`config.mk`:
```
export PLATFORM = sky130hd
export DESIGN_NAME = puct_ctrl
export DESIGN_NICKNAME = d
export VERILOG_FILES = /design/src/sv/puct_pkg.sv /design/src/sv/puct_ctrl.sv
export SDC_FILE = /design/constraint.sdc
export NUM_CORES = 1
export LEC_CHECK = 0
export BUFFER_PORTS_ARGS = -buffer_cell sky130_fd_sc_hd__buf_2
export CELL_PAD_IN_SITES_DETAIL_PLACEMENT = 0
export CELL_PAD_IN_SITES_GLOBAL_PLACEMENT = 2
export CORE_AREA = 3 3 55 57
export DETAILED_ROUTE_END_ITERATION = 16
export DIE_AREA = 0 0 58 60
export PLACE_DENSITY_LB_ADDON = 0.1
export SYNTH_ARGS = -nofsm -noshare
export SYNTH_HDL_FRONTEND = slang
export SYNTH_SLANG_ARGS = --single-unit
```
`constraint.sdc`:
```
create_clock -name clock -period 1.9 [get_ports clock]
set_clock_uncertainty 0.15 [all_clocks]
set_input_delay 0.095 -clock clock [delete_from_list [all_inputs] [get_ports clock]]
set_output_delay 0.095 -clock clock [all_outputs]
set_load 0.05 [all_outputs]
```
`src/sv/puct_pkg.sv`:
```
// Shared types and constants for the PUCT action selection block.
// Used by puct_div, puct_ctrl, puct_dp and puct_action_select; depends on nothing.
package puct_pkg;

   localparam int MAX_ACTIONS = 64;
   localparam int IDX_W       = $clog2(MAX_ACTIONS);
   localparam int CNT_W       = IDX_W + 1;
   localparam int VAL_W       = 32;
   localparam int PRI_W       = 17;
   localparam int VIS_W       = 20;
   localparam int TOT_W       = 26;
   localparam int GAIN_W      = 16;
   localparam int SCORE_W     = 32;
   localparam int ENTRY_W     = VAL_W + PRI_W + VIS_W;
   localparam int REQ_DATA_W  = 72;
   localparam int RSP_DATA_W  = 40;
   localparam int RANGE_W     = VAL_W + 1;
   localparam int T_W         = 25;
   localparam int ROOT_W      = 30;
   localparam int PROD_W      = T_W + ROOT_W;
   localparam int RX_W        = 59;
   localparam int DIV_NW      = 39;
   localparam int DIV_DW      = 33;
   localparam int DIV_CW      = 6;
   localparam int QN_W        = 17;

   localparam logic [GAIN_W-1:0] GAIN_RESET  = 16'd320;
   localparam logic [TOT_W-1:0]  TOTAL_MAX   = '1;
   localparam logic [QN_W-1:0]   QN_HALF     = 17'd32768;
   localparam logic [DIV_CW-1:0] QN_STEPS    = 6'd17;
   localparam logic [DIV_CW-1:0] U_STEPS     = 6'd39;
   localparam logic [RX_W-1:0]   ROOT_B_INIT = 59'd1 << 58;

   typedef enum logic [8:0] {
      ST_LOAD   = 9'b000000001,
      ST_ROOT   = 9'b000000010,
      ST_READ   = 9'b000000100,
      ST_MUL1   = 9'b000001000,
      ST_MUL2   = 9'b000010000,
      ST_DIV_GO = 9'b000100000,
      ST_DIV    = 9'b001000000,
      ST_CMP    = 9'b010000000,
      ST_EMIT   = 9'b100000000
   } state_type;

   typedef struct packed {
      logic accept_en;
      logic root_go;
      logic idx_clr;
      logic idx_inc;
      logic rd_en;
      logic mul1_en;
      logic mul2_en;
      logic div_go;
      logic cmp_en;
      logic emit;
   } cmd_type;

   typedef struct packed {
      logic last_fire;
      logic root_busy;
      logic div_busy;
      logic idx_last;
      logic out_busy;
   } status_type;

endpackage

```
`src/sv/puct_ctrl.sv`:
```
// Controller state machine: loading, square root, per-action scoring, emit.
// Depends on puct_pkg for the state, command and status types.
module puct_ctrl (
   input  logic                 clock,
   input  logic                 reset,
   input  puct_pkg::status_type status,
   output puct_pkg::cmd_type    cmd
);
   import puct_pkg::*;

   state_type state_ff, state_in;

   always_comb begin
      state_in = state_ff;
      cmd      = '0;
      case (state_ff)
         ST_LOAD: begin
            cmd.accept_en = 1'b1;
            if (status.last_fire) begin
               cmd.root_go = 1'b1;
               state_in    = ST_ROOT;
            end
         end
         ST_ROOT: begin
            cmd.idx_clr = 1'b1;
            if (!status.root_busy) begin
               state_in = ST_READ;
            end
         end
         ST_READ: begin
            cmd.rd_en = 1'b1;
            state_in  = ST_MUL1;
         end
         ST_MUL1: begin
            cmd.mul1_en = 1'b1;
            state_in    = ST_MUL2;
         end
         ST_MUL2: begin
            cmd.mul2_en = 1'b1;
            state_in    = ST_DIV_GO;
         end
         ST_DIV_GO: begin
            cmd.div_go = 1'b1;
            state_in   = ST_DIV;
         end
         ST_DIV: begin
            if (!status.div_busy) begin
               state_in = ST_CMP;
            end
         end
         ST_CMP: begin
            cmd.cmp_en = 1'b1;
            if (status.idx_last) begin
               state_in = ST_EMIT;
            end else begin
               cmd.idx_inc = 1'b1;
               state_in    = ST_READ;
            end
         end
         ST_EMIT: begin
            if (!status.out_busy) begin
               cmd.emit = 1'b1;
               state_in = ST_LOAD;
            end
         end
         default: begin
            state_in = ST_LOAD;
         end
      endcase
   end

   always_ff @(posedge clock) begin
      if (reset) begin
         state_ff <= ST_LOAD;
      end else begin
         state_ff <= state_in;
      end
   end
endmodule

```
==> results.cfg <==
[sta]
tightestPinTransition_ps = 366
hold_viol_final = 0
period_share_pct = 120
finalWorstPathRequiredPeriod_ps = 2280
setup_tns_after_final_layout_ps = -2300
setup_ws_ps = -379
grt_setup_unrepaired = true
achievable-frequency_ghz = 0.439
final_setup_violating_endpoints = 14
slew_violations = 0
normalized_max_slew_margin_pct = 75.5

[outcome]
violations = negative setup slack
outcome = finished, violations left

[cells_and_area]
largestRegisters = state_ff (9)
area_growth_pct = 89.1
diodes = 0
largest_register_ffs = 9
net_count_of_the_finished_layout = 131
drive_above_1_share_pct = 57.7
post_layout_nonfiller_instances = 153
final.fill_count = 247
finish.utilization_pct = 47.4
regMostFlops = state_ff

[clock_network]
htreeDepth = 1
cts_buffers = 3
skew_pair_late_insertion_delay_ps = 260
cts_sinks = 9
clkSlewWorstSetupHoldPaths_ps = 70
cts_root_cell = sky130_fd_sc_hd__clkbuf_4
cts.path.max_buffers = 2
tritoncts = done

[job]
drv_cap = 0

[synth]
synth_area_per_cell_um2 = 8.21
synthSimpleGateAreaFrac_pct = 48.5
synth_cell_types = 32
synth_xor_xnor_area_share_pct = 2.77
synth_seq_cells = 9
leading_post_synthesis_cells_by_instance_count = sky130_fd_sc_hd__dfxtp_1, sky130_fd_sc_hd__inv_1, sky130_fd_sc_hd__nor2_1
synth_top_area_cell = sky130_fd_sc_hd__dfxtp_1
synth_mux_area_share_pct = 0
dominantRegCellSynth = sky130_fd_sc_hd__dfxtp_1
synth_sequential_area_ratio_pct = 28.5
post_synth_main_area_contributors = sky130_fd_sc_hd__dfxtp_1, sky130_fd_sc_hd__nor4b_1, sky130_fd_sc_hd__nor3b_1
synth-adder-area-share_pct = 0
synth_compound_gate_area_share_pct = 11.7
netlist.area_leader.share_pct = 28.5
post_synth_inst_count = 77
post_synth_edffs = 0
synth_top_family_by_area = simple AND/OR/NAND/NOR gates
yosys_warnings = 0
yosysMostFrequentCell = sky130_fd_sc_hd__dfxtp_1
synth-async-reset-ratio_pct = 0
number_of_nets_in_the_synthesized_netlist = 84
mappedNetlistArea_um2 = 632

[worst_setup_path]
r2r_setup_slk_ps = -320
req_time_crit_path_ps = 1650
critical_path.endpoint_type = output pin
cp.arrival_ps = 2030
criticalPathCategory = reg2out
regToRegStartpoint = state_ff[2]
critPathLaunchType = flip-flop
reg2reg_to = state_ff[6]
r2r_cells = 7
crit_fanout = 2

[grt]
antenna_found_initial = 0
grt_start_max_net_pins = 12
grt.total_usage_pct = 13.7
grt_pass1_vias = 771
grt_first_pass_wirelength_mm = 3.59
globalRouteOverflowTotal = 0

[routing]
drc = 0
wl_mm = 2.15
number_of_detailed_route_iterations_in_the_first_pass = 3
dr_total_vias = 754
drt-initial-drc-count = 8
vias_per_cell = 4.93
drt-wirelength-per-cell_um = 14.1
count_of_antenna_violating_nets_left_after_detailed_routing = 0

[worst_hold_path]
worst_hold_path.endpoint = state_ff[7]
hold_path_class = in2reg
holdCritStartpoint = status[2]
whs_path_depth = 3

[floorplanning]
dieWidth_um = 58
floorplan.die_area_um2 = 3480
coreArea_um2 = 2520
vertical_extent_of_the_die_um = 60
num_rows = 18
initial_utilization_pct = 25.0
num_io_pins = 17

[power]
p_leak_uw = 0.000504
p_per_area_nw_per_um2 = 492
finalPower_uw = 588
ir_drop_worst_case_vdd_mv = 0.349

[place]
post_placement_cell_count = 135
global_placer_s_final_weighted_congestion = 0.727
port_buffers = 16
hpwlAfterDp_mm = 1.55
[final cells by class]
| cell class | instances | area (µm²) | share of cell area (%) |
|---|---|---|---|
| flip-flops and latches | 9 | 184 | 15.4 |
| repair buffers | 48 | 414 | 34.7 |
| well taps | 30 | 37.5 | 3.14 |
| multi-input cells | 56 | 507 | 42.4 |
| clock buffers | 4 | 26.3 | 2.20 |
| inverters | 6 | 26.3 | 2.20 |
[metrics by stage]
step                      hold slack, ps  cell area (µm²)  setup WS, ps
final                               25.8             1190          -379
after global routing                32.7             1190          -422
after CTS                           19.8             1160          -383
after detailed placement             261              898          -189
after global placement               255              898          -173
after floorplan                     85.5              677          -471
[cells by family (layout without fill, tap and decap cells)]
family          after synthesis  in the layout
compound gates               10             10
simple gates                 44             44
buf+inv                      12             58
xor+xnor                      2              2
flops                         9              9
[power by group]
part	switching (µW)	leakage (µW)	internal, µW
registers	3.21	0.0000744	195
clock network	73.2	0.0000150	81.2
logic	126	0.000415	109
total	203	0.000504	385
[placed cells by master, fill, tap and decap left out, types with 2 or more instances in the layout]
master | netlist | layout
sky130_fd_sc_hd__a211oi_1 | 2 | 2
sky130_fd_sc_hd__a21oi_1 | 3 | 2
sky130_fd_sc_hd__a21oi_2 | 1 | 2
sky130_fd_sc_hd__and4_1 | 2 | 2
sky130_fd_sc_hd__buf_2 | 1 | 7
sky130_fd_sc_hd__buf_4 | 0 | 21
sky130_fd_sc_hd__buf_6 | 1 | 15
sky130_fd_sc_hd__clkbuf_4 | 0 | 4
sky130_fd_sc_hd__dfxtp_1 | 9 | 6
sky130_fd_sc_hd__dfxtp_2 | 0 | 3
sky130_fd_sc_hd__dlygate4sd3_1 | 0 | 3
sky130_fd_sc_hd__inv_1 | 6 | 5
sky130_fd_sc_hd__nand2_1 | 3 | 3
sky130_fd_sc_hd__nand3_1 | 3 | 2
sky130_fd_sc_hd__nand4_1 | 2 | 2
sky130_fd_sc_hd__nor2_1 | 6 | 6
sky130_fd_sc_hd__nor3_1 | 5 | 3
sky130_fd_sc_hd__nor3b_1 | 4 | 3
sky130_fd_sc_hd__nor4b_1 | 5 | 3
sky130_fd_sc_hd__nor4b_4 | 0 | 2
sky130_fd_sc_hd__or3_4 | 2 | 3
sky130_fd_sc_hd__or4_4 | 2 | 2
sky130_fd_sc_hd__xor2_1 | 2 | 2
[worst max-delay path by stage]
stage,startpoint,endpoint
2_1_floorplan,state_ff[6],state_ff[5]
3_3_place_gp,state_ff[2],cmd[2]
3_5_place_dp,state_ff[2],cmd[2]
4_1_cts,state_ff[2],cmd[3]
5_1_grt,state_ff[2],cmd[2]
6_report,state_ff[2],cmd[3]
[timing repair]
action	in CTS	in global routing
endpoints found under the setup margin	18	18
pin swaps	8	6
hold buffers	3	0
gates resized for setup	36	7
endpoints found under the hold margin	3	0
setup buffers	8	5
[critical path, cell delays in order (launching register included)]
cell,delay (ps)
sky130_fd_sc_hd__dfxtp_2,320
sky130_fd_sc_hd__or4_4,530
sky130_fd_sc_hd__or3_4,340
sky130_fd_sc_hd__buf_4,150
sky130_fd_sc_hd__nor4b_4,230
sky130_fd_sc_hd__buf_6,200
[layer usage]
metal  global-route usage [%]  share of wire, %
met5                        0                 0
met4                     2.98              0.60
met3                     4.32               4.8
met2                     24.2                48
met1                     16.3                47
Note: power is estimated with default switching activity, not from simulation.
